<file path="config.mk">
export PLATFORM = sky130hd
export DESIGN_NAME = prime_sum_search
export DESIGN_NICKNAME = d
export VERILOG_FILES = /design/src/hdl/pss_pkg.sv /design/src/hdl/pss_datapath.sv /design/src/hdl/pss_control.sv /design/src/hdl/prime_sum_search.sv
export SDC_FILE = /design/constraint.sdc
export NUM_CORES = 1
export LEC_CHECK = 0
export ABC_AREA = 1
export BUFFER_PORTS_ARGS = -buffer_cell sky130_fd_sc_hd__buf_2
export CAP_MARGIN = 40
export CORE_ASPECT_RATIO = 0.9
export CORE_UTILIZATION = 40
export CTS_CLUSTER_DIAMETER = 80
export DETAILED_ROUTE_END_ITERATION = 10
export GPL_ROUTABILITY_DRIVEN = 0
export GPL_TIMING_DRIVEN = 0
export PLACE_DENSITY = 0.57
export SLEW_MARGIN = 20
export SYNTH_ARGS = -nofsm -noshare
export SYNTH_HDL_FRONTEND = slang
export SYNTH_SLANG_ARGS = --single-unit
</file>
<file path="constraint.sdc">
create_clock -name clock -period 9.05 [get_ports clock]
set_input_delay 0.4525 -clock clock [delete_from_list [all_inputs] [get_ports clock]]
set_output_delay 0.4525 -clock clock [all_outputs]
set_load 0.005 [all_outputs]
</file>
<file path="src/hdl/pss_pkg.sv">
// shared constants and control types for the prime sum search block
`timescale 1ns / 1ps

package pss_pkg;

   // fixed widths of the request and response fields
   localparam int COUNT_WIDTH = 11;
   localparam int START_WIDTH = 16;
   localparam int SUM_WIDTH   = 32;

   // defaults for the top level parameters
   localparam int VALUE_BITS_DEFAULT = 16;
   localparam int COUNT_MAX_DEFAULT  = 1024;
   localparam int SUM_BITS_DEFAULT   = 32;

   localparam int FIRST_PRIME = 2;

   // controller to datapath
   typedef struct packed {
      logic load;       // latch a new request and clear the search
      logic div_init;   // divisor back to the first prime
      logic div_start;  // set up the remainder unit for the current divisor
      logic div_step;   // one bit of the remainder
      logic div_next;   // move on to the next divisor
      logic add_prime;  // add the candidate into the sum
      logic cand_next;  // move on to the next candidate
      logic out_load;   // move the sum into the result register
   } pss_cmd_type;

   // datapath to controller
   typedef struct packed {
      logic count_done;  // enough primes found
      logic cand_small;  // candidate below the first prime
      logic sq_gt;       // divisor squared exceeds the candidate
      logic div_last;    // last remainder bit being worked
      logic rem_zero;    // remainder of the last division is zero
   } pss_status_type;

endpackage

</file>
<file path="src/hdl/pss_datapath.sv">
// datapath: candidate, divisor and sum registers with a bit-serial remainder unit
`timescale 1ns / 1ps

module pss_datapath #(
   parameter int VALUE_BITS = pss_pkg::VALUE_BITS_DEFAULT,
   parameter int COUNT_MAX  = pss_pkg::COUNT_MAX_DEFAULT,
   parameter int SUM_BITS   = pss_pkg::SUM_BITS_DEFAULT
) (
   input  logic                               clock,
   input  pss_pkg::pss_cmd_type               cmd,
   output pss_pkg::pss_status_type            status,
   input  logic [pss_pkg::COUNT_WIDTH-1:0]    req_prime_count,
   input  logic [pss_pkg::START_WIDTH-1:0]    req_start_value,
   output logic [pss_pkg::SUM_WIDTH-1:0]      rsp_prime_sum
);

   // room for the start value plus the climb through the primes after it
   localparam int CAND_BITS  = (VALUE_BITS + 1 > 20) ? VALUE_BITS + 1 : 20;
   localparam int DIV_BITS   = (CAND_BITS + 1) / 2 + 1;
   localparam int SQ_BITS    = 2 * DIV_BITS;
   localparam int IDX_BITS   = $clog2(CAND_BITS);
   localparam int CNT_BITS   = $clog2(COUNT_MAX + 1);
   localparam int START_BITS = (VALUE_BITS < pss_pkg::START_WIDTH) ?
                               VALUE_BITS : pss_pkg::START_WIDTH;

   logic [CNT_BITS-1:0]  want_ff,  want_in;
   logic [CNT_BITS-1:0]  found_ff, found_in;
   logic [CAND_BITS-1:0] cand_ff,  cand_in;
   logic [SUM_BITS-1:0]  sum_ff,   sum_in;
   logic [DIV_BITS-1:0]  div_ff,   div_in;
   logic [SQ_BITS-1:0]   sq_ff,    sq_in;
   logic [DIV_BITS-1:0]  rem_ff,   rem_in;
   logic [CAND_BITS-1:0] dvd_ff,   dvd_in;
   logic [IDX_BITS-1:0]  idx_ff,   idx_in;
   logic [SUM_BITS-1:0]  out_ff,   out_in;

   logic [DIV_BITS:0]    trial;
   logic [DIV_BITS:0]    diff;
   logic [SUM_BITS:0]    sum_wide;

   always_comb begin
      trial    = {rem_ff, dvd_ff[CAND_BITS-1]};
      diff     = trial - {1'b0, div_ff};
      sum_wide = {1'b0, sum_ff} + (SUM_BITS + 1)'(cand_ff);

      want_in  = want_ff;
      found_in = found_ff;
      cand_in  = cand_ff;
      sum_in   = sum_ff;
      div_in   = div_ff;
      sq_in    = sq_ff;
      rem_in   = rem_ff;
      dvd_in   = dvd_ff;
      idx_in   = idx_ff;
      out_in   = out_ff;

      if (cmd.load) begin
         if (32'(req_prime_count) > 32'(COUNT_MAX)) begin
            want_in = CNT_BITS'(COUNT_MAX);
         end else begin
            want_in = CNT_BITS'(req_prime_count);
         end
         found_in = '0;
         sum_in   = '0;
         cand_in  = CAND_BITS'(req_start_value[START_BITS-1:0]);
      end
      if (cmd.div_init) begin
         div_in = DIV_BITS'(pss_pkg::FIRST_PRIME);
         sq_in  = SQ_BITS'(pss_pkg::FIRST_PRIME * pss_pkg::FIRST_PRIME);
      end
      if (cmd.div_start) begin
         rem_in = '0;
         dvd_in = cand_ff;
         idx_in = IDX_BITS'(CAND_BITS - 1);
      end
      if (cmd.div_step) begin
         // restoring step: keep the difference unless it went negative
         if (!diff[DIV_BITS]) begin
            rem_in = diff[DIV_BITS-1:0];
         end else begin
            rem_in = trial[DIV_BITS-1:0];
         end
         dvd_in = {dvd_ff[CAND_BITS-2:0], 1'b0};
         idx_in = idx_ff - 1'b1;
      end
      if (cmd.div_next) begin
         // (d+1)^2 = d^2 + 2d + 1
         sq_in  = sq_ff + SQ_BITS'({div_ff, 1'b1});
         div_in = div_ff + 1'b1;
      end
      if (cmd.add_prime) begin
         if (sum_wide[SUM_BITS]) begin
            sum_in = '1;
         end else begin
            sum_in = sum_wide[SUM_BITS-1:0];
         end
         found_in = found_ff + 1'b1;
      end
      if (cmd.cand_next) begin
         cand_in = cand_ff + 1'b1;
      end
      if (cmd.out_load) begin
         out_in = sum_ff;
      end
   end

   always_ff @(posedge clock) begin
      want_ff  <= want_in;
      found_ff <= found_in;
      cand_ff  <= cand_in;
      sum_ff   <= sum_in;
      div_ff   <= div_in;
      sq_ff    <= sq_in;
      rem_ff   <= rem_in;
      dvd_ff   <= dvd_in;
      idx_ff   <= idx_in;
      out_ff   <= out_in;
   end

   always_comb begin
      status.count_done = (found_ff >= want_ff);
      status.cand_small = (cand_ff < CAND_BITS'(pss_pkg::FIRST_PRIME));
      status.sq_gt      = (sq_ff > SQ_BITS'(cand_ff));
      status.div_last   = (idx_ff == '0);
      status.rem_zero   = (rem_ff == '0);
   end

   assign rsp_prime_sum = pss_pkg::SUM_WIDTH'(out_ff);

endmodule

</file>
<file path="src/hdl/pss_control.sv">
// controller: sequences the candidate search and the trial divisions
`timescale 1ns / 1ps

module pss_control (
   input  logic                    clock,
   input  logic                    reset,
   input  logic                    req_valid,
   output logic                    req_ready,
   output logic                    rsp_valid,
   input  logic                    rsp_ready,
   output pss_pkg::pss_cmd_type    cmd,
   input  pss_pkg::pss_status_type status
);

   typedef enum logic [2:0] {
      IDLE,
      SEARCH,
      DIV_CHECK,
      DIVIDE,
      REM_CHECK,
      ADVANCE,
      FINISH
   } state_type;

   state_type state_ff, state_in;
   logic      rsp_valid_ff, rsp_valid_in;
   logic      out_free;

   assign out_free  = !rsp_valid_ff || rsp_ready;
   assign req_ready = (state_ff == IDLE);
   assign rsp_valid = rsp_valid_ff;

   always_comb begin
      state_in     = state_ff;
      rsp_valid_in = rsp_valid_ff && !rsp_ready;
      cmd          = '0;

      unique case (state_ff)
         IDLE: begin
            if (req_valid) begin
               cmd.load = 1'b1;
               state_in = SEARCH;
            end
         end
         SEARCH: begin
            if (status.count_done) begin
               state_in = FINISH;
            end else if (status.cand_small) begin
               cmd.cand_next = 1'b1;
            end else begin
               cmd.div_init = 1'b1;
               state_in     = DIV_CHECK;
            end
         end
         DIV_CHECK: begin
            // no divisor up to the square root: prime
            if (status.sq_gt) begin
               cmd.add_prime = 1'b1;
               state_in      = ADVANCE;
            end else begin
               cmd.div_start = 1'b1;
               state_in      = DIVIDE;
            end
         end
         DIVIDE: begin
            cmd.div_step = 1'b1;
            if (status.div_last) begin
               state_in = REM_CHECK;
            end
         end
         REM_CHECK: begin
            if (status.rem_zero) begin
               state_in = ADVANCE;
            end else begin
               cmd.div_next = 1'b1;
               state_in     = DIV_CHECK;
            end
         end
         ADVANCE: begin
            if (status.count_done) begin
               state_in = FINISH;
            end else begin
               cmd.cand_next = 1'b1;
               state_in      = SEARCH;
            end
         end
         FINISH: begin
            if (out_free) begin
               cmd.out_load = 1'b1;
               rsp_valid_in = 1'b1;
               state_in     = IDLE;
            end
         end
         default: begin
            state_in = IDLE;
         end
      endcase
   end

   always_ff @(posedge clock) begin
      if (reset) begin
         state_ff     <= IDLE;
         rsp_valid_ff <= 1'b0;
      end else begin
         state_ff     <= state_in;
         rsp_valid_ff <= rsp_valid_in;
      end
   end

   // a result only appears out of the finish state
   a_rsp_from_finish : assert property (@(posedge clock) disable iff (reset)
      $rose(rsp_valid) |-> $past(state_ff == FINISH))
      else $error("result raised outside finish");

   // never overwrite a result that has not been taken
   a_no_overwrite : assert property (@(posedge clock) disable iff (reset)
      cmd.out_load |-> (!rsp_valid || rsp_ready))
      else $error("result register overwritten");

   // a satisfied count ends the search at once
   a_done_finishes : assert property (@(posedge clock) disable iff (reset)
      (state_ff == SEARCH && status.count_done) |=> state_ff == FINISH)
      else $error("search continued past the count");

   // the last remainder bit always leads to the remainder test
   a_div_ends : assert property (@(posedge clock) disable iff (reset)
      (state_ff == DIVIDE && status.div_last) |=> state_ff == REM_CHECK)
      else $error("division did not end");

endmodule

</file>
<file path="src/hdl/prime_sum_search.sv">
// top level of the prime sum search block
`timescale 1ns / 1ps

// Takes a beat of (prime_count, start_value) and returns one beat holding the
// sum of the first prime_count primes at or above start_value, saturating at
// the all-ones value of SUM_BITS; a count of zero gives zero and counts above
// COUNT_MAX are clamped. One request is worked at a time. Each candidate is
// tried with divisors d from 2 upward while d*d <= candidate, until one divides
// it (a candidate below the first prime is skipped untested); each trial is
// worked by the bit-serial remainder unit that does one quotient bit per cycle.
// req_ready is high only between requests; a finished result waits in its own
// register, so the next request is accepted while it is still pending.

module prime_sum_search #(
   parameter int VALUE_BITS = pss_pkg::VALUE_BITS_DEFAULT,
   parameter int COUNT_MAX  = pss_pkg::COUNT_MAX_DEFAULT,
   parameter int SUM_BITS   = pss_pkg::SUM_BITS_DEFAULT
) (
   input  logic                             clock,
   input  logic                             reset,
   input  logic                             req_valid,
   output logic                             req_ready,
   input  logic [pss_pkg::COUNT_WIDTH-1:0]  req_prime_count,
   input  logic [pss_pkg::START_WIDTH-1:0]  req_start_value,
   output logic                             rsp_valid,
   input  logic                             rsp_ready,
   output logic [pss_pkg::SUM_WIDTH-1:0]    rsp_prime_sum
);

   pss_pkg::pss_cmd_type    cmd;
   pss_pkg::pss_status_type status;

   pss_control u_control (
      .clock     (clock),
      .reset     (reset),
      .req_valid (req_valid),
      .req_ready (req_ready),
      .rsp_valid (rsp_valid),
      .rsp_ready (rsp_ready),
      .cmd       (cmd),
      .status    (status)
   );

   pss_datapath #(
      .VALUE_BITS (VALUE_BITS),
      .COUNT_MAX  (COUNT_MAX),
      .SUM_BITS   (SUM_BITS)
   ) u_datapath (
      .clock           (clock),
      .cmd             (cmd),
      .status          (status),
      .req_prime_count (req_prime_count),
      .req_start_value (req_start_value),
      .rsp_prime_sum   (rsp_prime_sum)
   );

endmodule

</file>
After elaboration in Yosys (flattened, before gate mapping)
Index checks and enable logic that the tools add are counted. W data, S select, Z words.

Flip-flop bits (word level): 179. Latch bits: 0. RAM bits: 0. ROM bits: 0. Input bits: 31. Output and inout bits: 34. Logic and storage cells: 93. Memories kept: 0.

Add/subtract/negate cells: 7. $mul: 0. Divide/modulo/power cells: 0. $lt $le $gt $ge: 4. Equal/unequal tests: 10. Shift operators: 0. Muxes and demuxes: 47. Bitwise gates (word level): 0. Reduce and logical (&&, ||, !) cells: 12.

Operators with widths (count): $mux W32 (3); $mux W20 (4); $mux W11 (7); $mux W22 (2); $add A32 B20 Y33 (1); $mux W3 (8); $add A11 B1 Y11 const B (2); $add A22 B12 Y22 (1); $gt A22 B20 Y1 (1); $pmux W3 S7 (1); $add A20 B1 Y20 const B (1); $lt A20 B2 Y1 const B (1); $mux W1 (19); $sub A12 B11 Y12 (1); $ge A11 B11 Y1 (1); $gt A11 B11 Y1 const B (1); $logic_not A11 Y1 (1); $mux W5 (2); $eq A3 B3 Y1 const B (3); $reduce_bool A2 Y1 (4); $eq A3 B2 Y1 const B (2); $logic_not A5 Y1 (1); $sub A5 B1 Y5 const B (1); $ne A2 B2 Y1 const B (2); other kinds (9) (10).

Longest topological paths before layout
Gate-level depths: netlist of the first run.

Depth after elaboration: 6. Mapped depth: 15. Depth with buffers taken out: 15.

Cells and area by module
A second synthesis of the first run with hierarchy kept.

Cells, all modules: 1476. Area total of the unflattened synthesis: 11837.6 sq um.

By module, submodules not included: pss_datapath (instances 1, cells an instance 1410, area an instance 11452.2 sq um, seq. area each 5245.0 sq um); pss_control (instances 1, cells an instance 66, area an instance 385.4 sq um, seq. area each 80.1 sq um).

Least setup slack after synthesis of the first run
Ideal clock, no wire load.

Kind: reg2reg. Start: register u_datapath.found_ff[2]. End: register u_datapath.div_ff[0], enable pin. Setup time: 474 ps. Arrival time: 3673 ps. Required time: 8576 ps. Slack: 4904 ps. Stages on the path, launching flop included: 7. Path buffers: 0. Clock period less this slack: 4146 ps. Cells stage by stage: edfxtp_1 ha_1 a21oi_1 nand2_1 nand3_1 nand4_1 o31ai_1.

Longest elaborated chain between the ends: 4.

Ends and longest elaborated chain: start: declaration (line pss_datapath.sv:27) `logic [CNT_BITS-1:0] found_ff, found_in;`; start signal: assignment (line pss_datapath.sv:109) `found_ff <= found_in;`; $ge A11 B11 Y1 (line pss_datapath.sv:121) `status.count_done = (found_ff >= want_ff);`; $mux W1 (line pss_control.sv:46) `if (status.count_done) begin`; $mux W1 (line pss_control.sv:38) `unique case (state_ff)`; $reduce_bool A2 Y1 (no source line); end signal: assignment (line pss_datapath.sv:112) `div_ff <= div_in;`; end: declaration (line pss_datapath.sv:30) `logic [DIV_BITS-1:0] div_ff, div_in;`.

No other way between the ends. A chain may end at the register's enable or synchronous reset.

Final worst setup path of the first run
Start: register u_datapath.cand_ff[17]. End: register u_datapath.dvd_ff[17], enable pin.

Longest elaborated chain between the ends: 4.

Ends and longest elaborated chain: start: declaration (line pss_datapath.sv:28) `logic [CAND_BITS-1:0] cand_ff, cand_in;`; start signal: assignment (line pss_datapath.sv:110) `cand_ff <= cand_in;`; $gt A22 B20 Y1 (line pss_datapath.sv:123) `status.sq_gt = (sq_ff > SQ_BITS'(cand_ff));`; $mux W1 (line pss_control.sv:57) `if (status.sq_gt) begin`; $mux W1 (line pss_control.sv:38); $reduce_bool A2 Y1 (no source line); end signal: assignment (line pss_datapath.sv:115) `dvd_ff <= dvd_in;`; end: declaration (line pss_datapath.sv:33) `logic [CAND_BITS-1:0] dvd_ff, dvd_in;`.

No other way between the ends.

==> results.json, run 1 <==
{
  "hpwlAfterDp_mm": 21.3,
  "grt_antenna_before_repair": 0,
  "path_max_fanout": 18,
  "swShare_pct": 44.8,
  "combPwrFrac_pct": 48.4,
  "grt_pass1_wl_mm": 45.3,
  "vias": 9101,
  "postSynth.asyncResetShare_pct": 0,
  "clock_sinks": 179,
  "startpoint": "u_datapath.cand_ff[17]",
  "cts-buffers-inserted": 17,
  "wirelength_mm": 27.4,
  "max_freq_mhz": 331,
  "routedWlPerCell_um": 15.4,
  "fp.coreArea_sq_mm": 0.0282,
  "fin_setup_tns_ps": 0,
  "ys_ff_latch": 179,
  "initial_core_util_pct": 40.9,
  "hold_path.class": "in -> reg",
  "power_density_mw_per_mm2": 339,
  "synth_cells": 1320,
  "synth_cell_type_count": 55,
  "hold_viol": 0,
  "area_growth_pct": 12.6,
  "rows": 58,
  "drtIter0Drc": 717,
  "stdcell_count": 1781,
  "crit_type": "reg -> reg",
  "yosysWarnings": 0,
  "htreeDepth": 4,
  "crit_path_end_kind": "flip-flop",
  "worstPathArrival_ps": 3170,
  "final_antenna_net_count": 0,
  "slew_headroom_pct": 57.5,
  "p_total_mw": 4.40,
  "cts_buffer_depth": 2,
  "min_period_over_period_pct": 33.4,
  "ir_drop_uv": 138,
  "ys.flop_type": "edfxtp_1",
  "r2r_start": "u_datapath.cand_ff[17]",
  "io_pins": 65,
  "die_w_um": 181,
  "die_area_sq_mm": 0.0295,
  "synth_edf_count": 174,
  "via_per_inst": 5.11,
  "pwr-share-clk_pct": 16.1,
  "fin_nets": 1520,
  "cts-root-buf": "clkbuf_16",
  "avgSynthCellArea_sq_um": 8.73,
  "worstSkewPairLatency_ps": 440,
  "place_ws_ps": 5910,
  "post-place-cells": 1749,
  "yosysTopAreaCell": "edfxtp_1",
  "synth_area_sq_mm": 0.0115,
  "ys_seq_area_share_pct": 46.2,
  "drv_slew": 0,
  "ys_top_cells_by_count": "nand2_1, edfxtp_1, inv_1",
  "grt_pass1_vias": 8744,
  "max_cap_violations": 0,
  "setup_viol": 0,
  "status": "complete, no violations",
  "tightest_slew_ps": 636,
  "worstPathRequired_ps": 9200,
  "layout_setup_ws_ps": 6030,
  "grt_max_degree": 36,
  "diodes": 0,
  "cts_resized": 0,
  "place.port_buffers": 64,
  "clock_skew_ps": 11.5,
  "p_seq_share_pct": 35.5,
  "worst_setup_path_start_kind": "flip-flop",
  "hp-start": "reset",
  "synth.most_common_cell": "nand2_1",
  "utilization_pct": 46.1,
  "cts_tree": "built",
  "synth_area_leaders": "edfxtp_1, nand2_1, ha_1, inv_1, nor2_1",
  "fin_crit_ps": 3020,
  "n_fill_cell": 2805,
  "power_switching_mw": 1.97,
  "post-cts-setup-buffers": 0,
  "netlist.area_leader.share_pct": 45.3,
  "postCtsHoldBufs": 0,
  "grt.total_usage_pct": 19.6,
  "drtPass1Iterations": 5,
  "p_int_mw": 2.43,
  "grt_overflow": 0,
  "clk_pin_slew_ps": 70,
  "power_leakage_nw": 5.59,
  "rsz0062_at_grt": "false",
  "drive_gt1_share_pct": 13.4,
  "syn_nets": 1431,
  "chipHeight_um": 163,
  "drc_errors": 0
}
cells in the final DEF (no fill, tap or decap), types with 3 or more instances in the layout:
cell type	instances
nand2_2	13
inv_2	7
nor2_1	142
nor3_1	15
clkinv_2	5
xnor2_1	25
nand3_1	63
nand4_1	22
clkinv_4	3
nor3_2	6
edfxtp_1	174
inv_1	167
clkbuf_1	5
nor2_2	7
o21ai_0	63
xor2_1	23
a21oi_1	104
a31oi_1	5
nor2_4	3
ha_1	77
buf_2	69
buf_8	4
nor3b_1	3
clkbuf_16	17
or2_2	4
o21ai_2	12
nand3b_1	11
fa_1	3
nand2_1	280
a21o_1	5
a21oi_2	5
buf_6	6
inv_6	3
nand3_2	8
o21bai_1	5
o21a_1	4
dfxtp_1	5
o21ai_1	11
nor4_1	7
metrics by stage:
stage	hold slack [ps]	cell area (sq um)
CTS	193	13000
finish	215	13000
floorplan	433	11500
global placement	451	12300
global route	206	13000
detailed placement	455	12400
routing by layer:
layer | share of wire (%) | vias up | GRT usage, % | routed length [um]
met5 | 0 | - | 0 | 0
met4 | 1.1 | 0 | 4.51 | 296
met3 | 5.6 | 21 | 3.90 | 1540
met2 | 41 | 226 | 29.6 | 11300
met1 | 52 | 4195 | 28.8 | 14300
li1 | - | 4659 | - | -
layout make-up:
class | count | area [sq um] | share of cell area, %
multi-input combinational | 946 | 5420 | 41.8
sequential | 179 | 5330 | 41.0
inverter | 176 | 668 | 5.15
tap | 360 | 450 | 3.47
timing repair buffer | 70 | 433 | 3.34
clock buffer | 17 | 425 | 3.28
buffer | 19 | 139 | 1.07
clock inverter | 14 | 114 | 0.877
sequential cells by signal, summed over array words and instances, names as in the netlist:
register / flops
u_datapath.want_ff: 11
u_datapath.dvd_ff: 20
u_control.rsp_valid: 1
u_datapath.idx_ff: 5
u_datapath.rem_ff: 11
u_datapath.rsp_prime_sum: 32
u_datapath.div_ff: 11
u_datapath.sum_ff: 32
u_datapath.sq_ff: 22
u_datapath.cand_ff: 20
u_datapath.found_ff: 11
u_control.state_ff: 3
worst paths after layout:
kind	to	slack (ps)	cells past startpoint
worst min register to register	u_datapath.rsp_prime_sum[0]	470	0
worst min-delay path	u_control.state_ff[2]	220	2
worst max-delay path	u_datapath.dvd_ff[17]	6030	13
worst max register to register	u_datapath.dvd_ff[17]	6030	13
kinds of logic (layout without fill, tap and decap cells):
logic type / count (synthesis) / after routing / synth area share (%)
AO/OA/AOI/OAI: 223 / 223 / 10.9
XOR/XNOR: 48 / 48 / 3.65
adder cells (fa/ha/maj): 80 / 80 / 8.88
buffers and inverters: 195 / 296 / 7.00
flip-flops: 179 / 179 / 46.2
AND/OR/NAND/NOR: 595 / 595 / 23.4
power by group through the flow:
stage	Sequential, mW	Clock, mW	Combinational, mW
3_5_place_dp	1.58	0	2.10
2_1_floorplan	1.48	0	1.59
3_3_place_gp	1.60	0	2.02
6_report	1.56	0.707	2.13
5_1_grt	1.60	0.753	2.42
4_1_cts	1.56	0.726	2.12
critical path, stage by stage (launching register included):
cell and delay, ps:
edfxtp_1 480, inv_1 200, ha_1 280, nand2_1 100, inv_1 70, nand2_1 70
nand2_1 50, a21oi_1 200, nand3_2 120, nand2_1 140, nand2_1 120, clkbuf_2 250
nand2_2 420, buf_16 220
Note: power is estimated with default switching activity, not from simulation.
==> run 2: changes to the inputs <==
- clock period: 9.05 -> 2.8 ns (I/O delays scaled with it)
==> run 2 against run 1 <==
Against the previous run:
- hold slack worse by 200 ps
- flip-flop and latch count unchanged
- via count up 1.1%
- critical endpoint is now u_datapath.sum_ff[30]
- critical path depth unchanged
- design area rose by 2.7%
==> results.json, run 2 (synthesis results as in run 1) <==
{
  "crit_chain": "ha_1 > fa_2 > nand3_1 > nand2_2 > nand2_1 > o211ai_2 > nand3_2 > nand3_2 > nand2_2 > buf_6 > nand3_1 > nand2_1 > inv_1",
  "drive_gt1_share_pct": 14.2,
  "via_per_inst": 5.09,
  "power_leakage_nw": 5.75,
  "stdcell_count": 1808,
  "fin_nets": 1547,
  "fin_setup_tns_ps": 0,
  "worstPathArrival_ps": 2830,
  "p_total_mw": 14.7,
  "fp.coreArea_sq_mm": 0.0282,
  "worstSkewPairLatency_ps": 440,
  "drv_slew": 0,
  "slowest_stage": "edfxtp_1",
  "drtPass1Iterations": 6,
  "path_max_fanout": 10,
  "grt_antenna_before_repair": 0,
  "crit_family": "simple AND/OR/NAND/NOR gates",
  "utilization_pct": 47.4,
  "die_w_um": 181,
  "max_freq_mhz": 379,
  "status": "complete, no violations",
  "clock_skew_ps": 14.4,
  "post-place-cells": 1750,
  "cts_tree": "built",
  "clk_pin_slew_ps": 70,
  "die_area_sq_mm": 0.0295,
  "io_pins": 65,
  "grt_pass1_wl_mm": 44.5,
  "crit_path_end_kind": "flip-flop",
  "grt_pass1_vias": 8304,
  "ir_drop_uv": 505,
  "diodes": 0,
  "seqCellArea_sq_mm": 0.00533,
  "layout_commonest_cell": "nand2_1",
  "grt_max_degree": 26,
  "multi_input_area_sq_mm": 0.00547,
  "power_density_mw_per_mm2": 1100,
  "final_cell_mix": "nand2_1, edfxtp_1, inv_1",
  "initial_core_util_pct": 40.9,
  "clock_sinks": 179,
  "hold_path.class": "in -> reg",
  "drtIter0Drc": 749,
  "min_period_over_period_pct": 94.3,
  "cts_buffer_depth": 2,
  "wirelength_mm": 28.3,
  "rsz0062_at_grt": "false",
  "crit_type": "reg -> reg",
  "final_antenna_net_count": 0,
  "grt.total_usage_pct": 19.2,
  "n_fill_cell": 2731,
  "htreeDepth": 4,
  "worstPathRequired_ps": 3000,
  "fin_crit_ps": 2640,
  "worst_setup_path_start_kind": "flip-flop",
  "tightest_slew_ps": 654,
  "drc_errors": 0,
  "setup_viol": 0,
  "max_cap_violations": 0,
  "cts-buffers-inserted": 17,
  "place.port_buffers": 64,
  "hpwlAfterDp_mm": 21.5,
  "area_growth_pct": 15.7,
  "cpPeakStageDelay_ps": 470,
  "critPathBufInv": 2,
  "slew_headroom_pct": 56.3,
  "vias": 9203,
  "routedWlPerCell_um": 15.7,
  "rows": 58,
  "cts-root-buf": "clkbuf_16",
  "grt_overflow": 0,
  "hold_viol": 0,
  "chipHeight_um": 163
}
-- run 2: changes by cell type in the layout (fill, tap and decap cells not counted), sizes merged --
cell         before  now
buf              83   97
clkinv           10    6
dlygate4sd3       0   12
bufinv            1    4
nand2           294  295
clkbuf           23   26
inv             178  176
-- run 2: cell type report --
class,instances,share of cell area [%]
Timing Repair Buffer,96,5.11
Sequential cell,179,39.9
Buffer,19,1.06
Tap cell,360,3.38
Multi-Input combinational cell,947,41.0
Inverter,176,5.01
Clock buffer,20,3.27
Clock inverter,11,1.21
-- run 2: per-layer routing --
metal | share of wire, % | track usage, % | up-vias
met1 | 51 | 29.1 | 4256
li1 | - | - | 4711
met4 | 0.88 | 4.35 | 0
met5 | 0 | 0 | -
met3 | 5.0 | 2.92 | 16
met2 | 43 | 28.7 | 220
-- run 2: power breakdown --
group          total [mW]  switching [mW]  internal (mW)
Combinational        7.17            4.59           2.58
Sequential           5.00           0.826           4.18
Clock                2.51            1.03           1.48
-- run 2: path summary, 6_finish.rpt --
| check | startpoint | endpoint | slack (ps) | depth (start not counted) |
|---|---|---|---|---|
| setup / recovery | u_datapath.cand_ff[0] | u_datapath.sum_ff[30] | 160 | 13 |
| hold / removal | req_prime_count[0] | u_datapath.want_ff[0] | 20 | 3 |
| setup reg to reg | u_datapath.cand_ff[0] | u_datapath.sum_ff[30] | 160 | 13 |
| hold reg to reg | u_datapath.sum_ff[2] | u_datapath.rsp_prime_sum[2] | 460 | 0 |
-- run 2: repair_timing --
| item | CTS | global route |
|---|---|---|
| cloned | 0 | 1 |
| hold buffers | 12 | 0 |
| setup buffers | 2 | 12 |
| endpoints found under the hold margin | 15 | 0 |
| setup endpoints to repair | 84 | 69 |
| pin swaps | 0 | 4 |
| resized for setup | 4 | 5 |
-- run 2: tightest hold or removal path, cell delays in order --
cell and delay [ps]:
buf_2 80, inv_1 30, nor2_1 80
-- run 2: per-stage QoR --
step                setup slack (ps)  cell area (sq um)  hold WS, ps
CTS                             12.5              13200         2.31
detailed placement              -302              12500          357
global placement                -769              12300          356
finish                           160              13300         17.6
global route                    8.40              13300         11.2
floorplan                       79.9              11500          209
==> run 3: changes to the inputs <==
- BUFFER_PORTS_ARGS: -buffer_cell sky130_fd_sc_hd__buf_2 -> default
- CORE_MARGIN: default -> 4
- DONT_BUFFER_PORTS: default -> 1
- PLACE_DENSITY: 0.57 -> 0.55
- clock period: 2.8 -> 3.1 ns (I/O delays scaled with it)
==> run 3 against run 2 <==
Against the previous run:
- register-to-register slack better by 90 ps
- combinational power down 14%
- via count down 2.2%
- largest power group unchanged
==> results.json, run 3 (synthesis results as in run 1) <==
{
  "worstPathArrival_ps": 2980,
  "post-place-cells": 1686,
  "max_cap_violations": 0,
  "placed_area_sq_mm": 0.0121,
  "worst_setup_path_start_kind": "flip-flop",
  "rows": 58,
  "grt_max_degree": 25,
  "io_pins": 65,
  "clock_sinks": 179,
  "via_per_inst": 5.16,
  "chipHeight_um": 169,
  "fp.coreArea_sq_mm": 0.0282,
  "crit_family": "simple AND/OR/NAND/NOR gates",
  "power_leakage_nw": 5.47,
  "vias": 9001,
  "setup_viol": 0,
  "hold_depth": 2,
  "hold_path.class": "in -> reg",
  "drtPass1Iterations": 6,
  "wirelength_mm": 27.9,
  "final_antenna_net_count": 0,
  "slowest_stage": "edfxtp_1",
  "fin_setup_tns_ps": 0,
  "min_period_over_period_pct": 91.9,
  "worstSkewPairLatency_ps": 440,
  "fin_nets": 1484,
  "rsz0062_at_grt": "false",
  "critPathBufInv": 3,
  "grt_pass1_wl_mm": 45.8,
  "worst-r2r-cell-count": 12,
  "drive_gt1_share_pct": 9.16,
  "power_density_mw_per_mm2": 995,
  "cpPeakStageDelay_ps": 490,
  "slew_headroom_pct": 56.6,
  "post-cts-setup-buffers": 0,
  "htreeDepth": 4,
  "fin_area_sq_mm": 0.0130,
  "cts-buffers-inserted": 17,
  "path_common_cell": "nand2_1",
  "crit_chain": "inv_1 > ha_1 > nand2_1 > nor2_1 > nand2_1 > nor2_1 > nand4_1 > nand2_1 > nand2_1 > clkbuf_2 > nand2_4 > buf_16",
  "final_cell_mix": "nand2_1, edfxtp_1, inv_1",
  "grt_overflow": 0,
  "cts-root-buf": "clkbuf_16",
  "die_w_um": 187,
  "cts_tree": "built",
  "fin_crit_ps": 2850,
  "cts_buffer_depth": 2,
  "crit_path_end_kind": "flip-flop",
  "die_area_sq_mm": 0.0316,
  "stdcell_count": 1746,
  "hpwlAfterDp_mm": 21.7,
  "tightest_slew_ps": 650,
  "drc_errors": 0,
  "critical_path_depth": 12,
  "path_max_fanout": 18,
  "drtIter0Drc": 631,
  "clk_pin_slew_ps": 70,
  "layout_commonest_cell": "nand2_1",
  "routedWlPerCell_um": 16.0,
  "clock_skew_ps": 17.2,
  "ir_drop_uv": 452,
  "place.port_buffers": 0,
  "area_growth_pct": 12.6,
  "drv_slew": 0,
  "grt_antenna_before_repair": 0,
  "initial_core_util_pct": 40.9,
  "diodes": 0,
  "worstPathRequired_ps": 3230,
  "max_freq_mhz": 351,
  "status": "complete, no violations",
  "grt_pass1_vias": 8523,
  "hold_viol": 0,
  "grt.total_usage_pct": 17.9,
  "crit_type": "reg -> reg",
  "utilization_pct": 46.1
}
run 3: changes by cell type in the layout (fill, tap and decap cells not counted), moves of 2 or more:
cell and change:
buf_2 -63, buf_4 -14, bufinv_16 -2, clkbuf_1 -3, dlygate4sd3_1 +16, inv_6 +5
nand2_8 -2
run 3: final cells by class:
class,count,area [sq um]
Fill cell,2685,15200
Multi-Input combinational cell,946,5430
Sequential cell,179,5330
Inverter,176,668
Tap cell,360,450
Clock buffer,17,425
Timing Repair Buffer,34,393
Clock inverter,15,153
Buffer,19,139
run 3: power by group:
group	internal, mW	switching, mW
logic	2.19	4.00
registers	3.77	0.776
clock network	1.19	0.984
total	7.15	5.76
run 3: repair_timing:
item | in CTS | in global routing
endpoints found under the setup margin | 0 | 41
hold endpoints to repair | 30 | 0
resized for setup | 0 | 2
hold buffers | 28 | 0
run 3: worst paths after layout:
| kind | endpoint | from | slack [ps] |
|---|---|---|---|
| max reg2reg | u_datapath.dvd_ff[8] | u_datapath.cand_ff[9] | 250 |
| min reg2reg | u_datapath.rsp_prime_sum[7] | u_datapath.sum_ff[7] | 460 |
| min | u_datapath.cand_ff[13] | req_start_value[13] | 40 |
| max | u_datapath.dvd_ff[8] | u_datapath.cand_ff[9] | 250 |
run 3: per-layer routing:
layer | up-vias | wire length, um | track usage (%)
met5 | - | 0 | 0
met4 | 0 | 213 | 3.83
met3 | 14 | 1400 | 3.46
met2 | 223 | 12000 | 27.5
met1 | 4170 | 14300 | 26.6
li1 | 4594 | - | -
run 3: per-stage QoR:
| stage | setup slack (ps) | hold slack (ps) | power (mW) |
|---|---|---|---|
| finish | 252 | 42.9 | 12.9 |
| global route | 45.2 | 63.5 | 14.1 |
| CTS | 60.6 | 6.00 | 13.0 |
| detailed placement | 92.3 | 229 | 10.7 |
| global placement | -843 | 226 | 10.5 |
| floorplan | 225 | 224 | 8.97 |
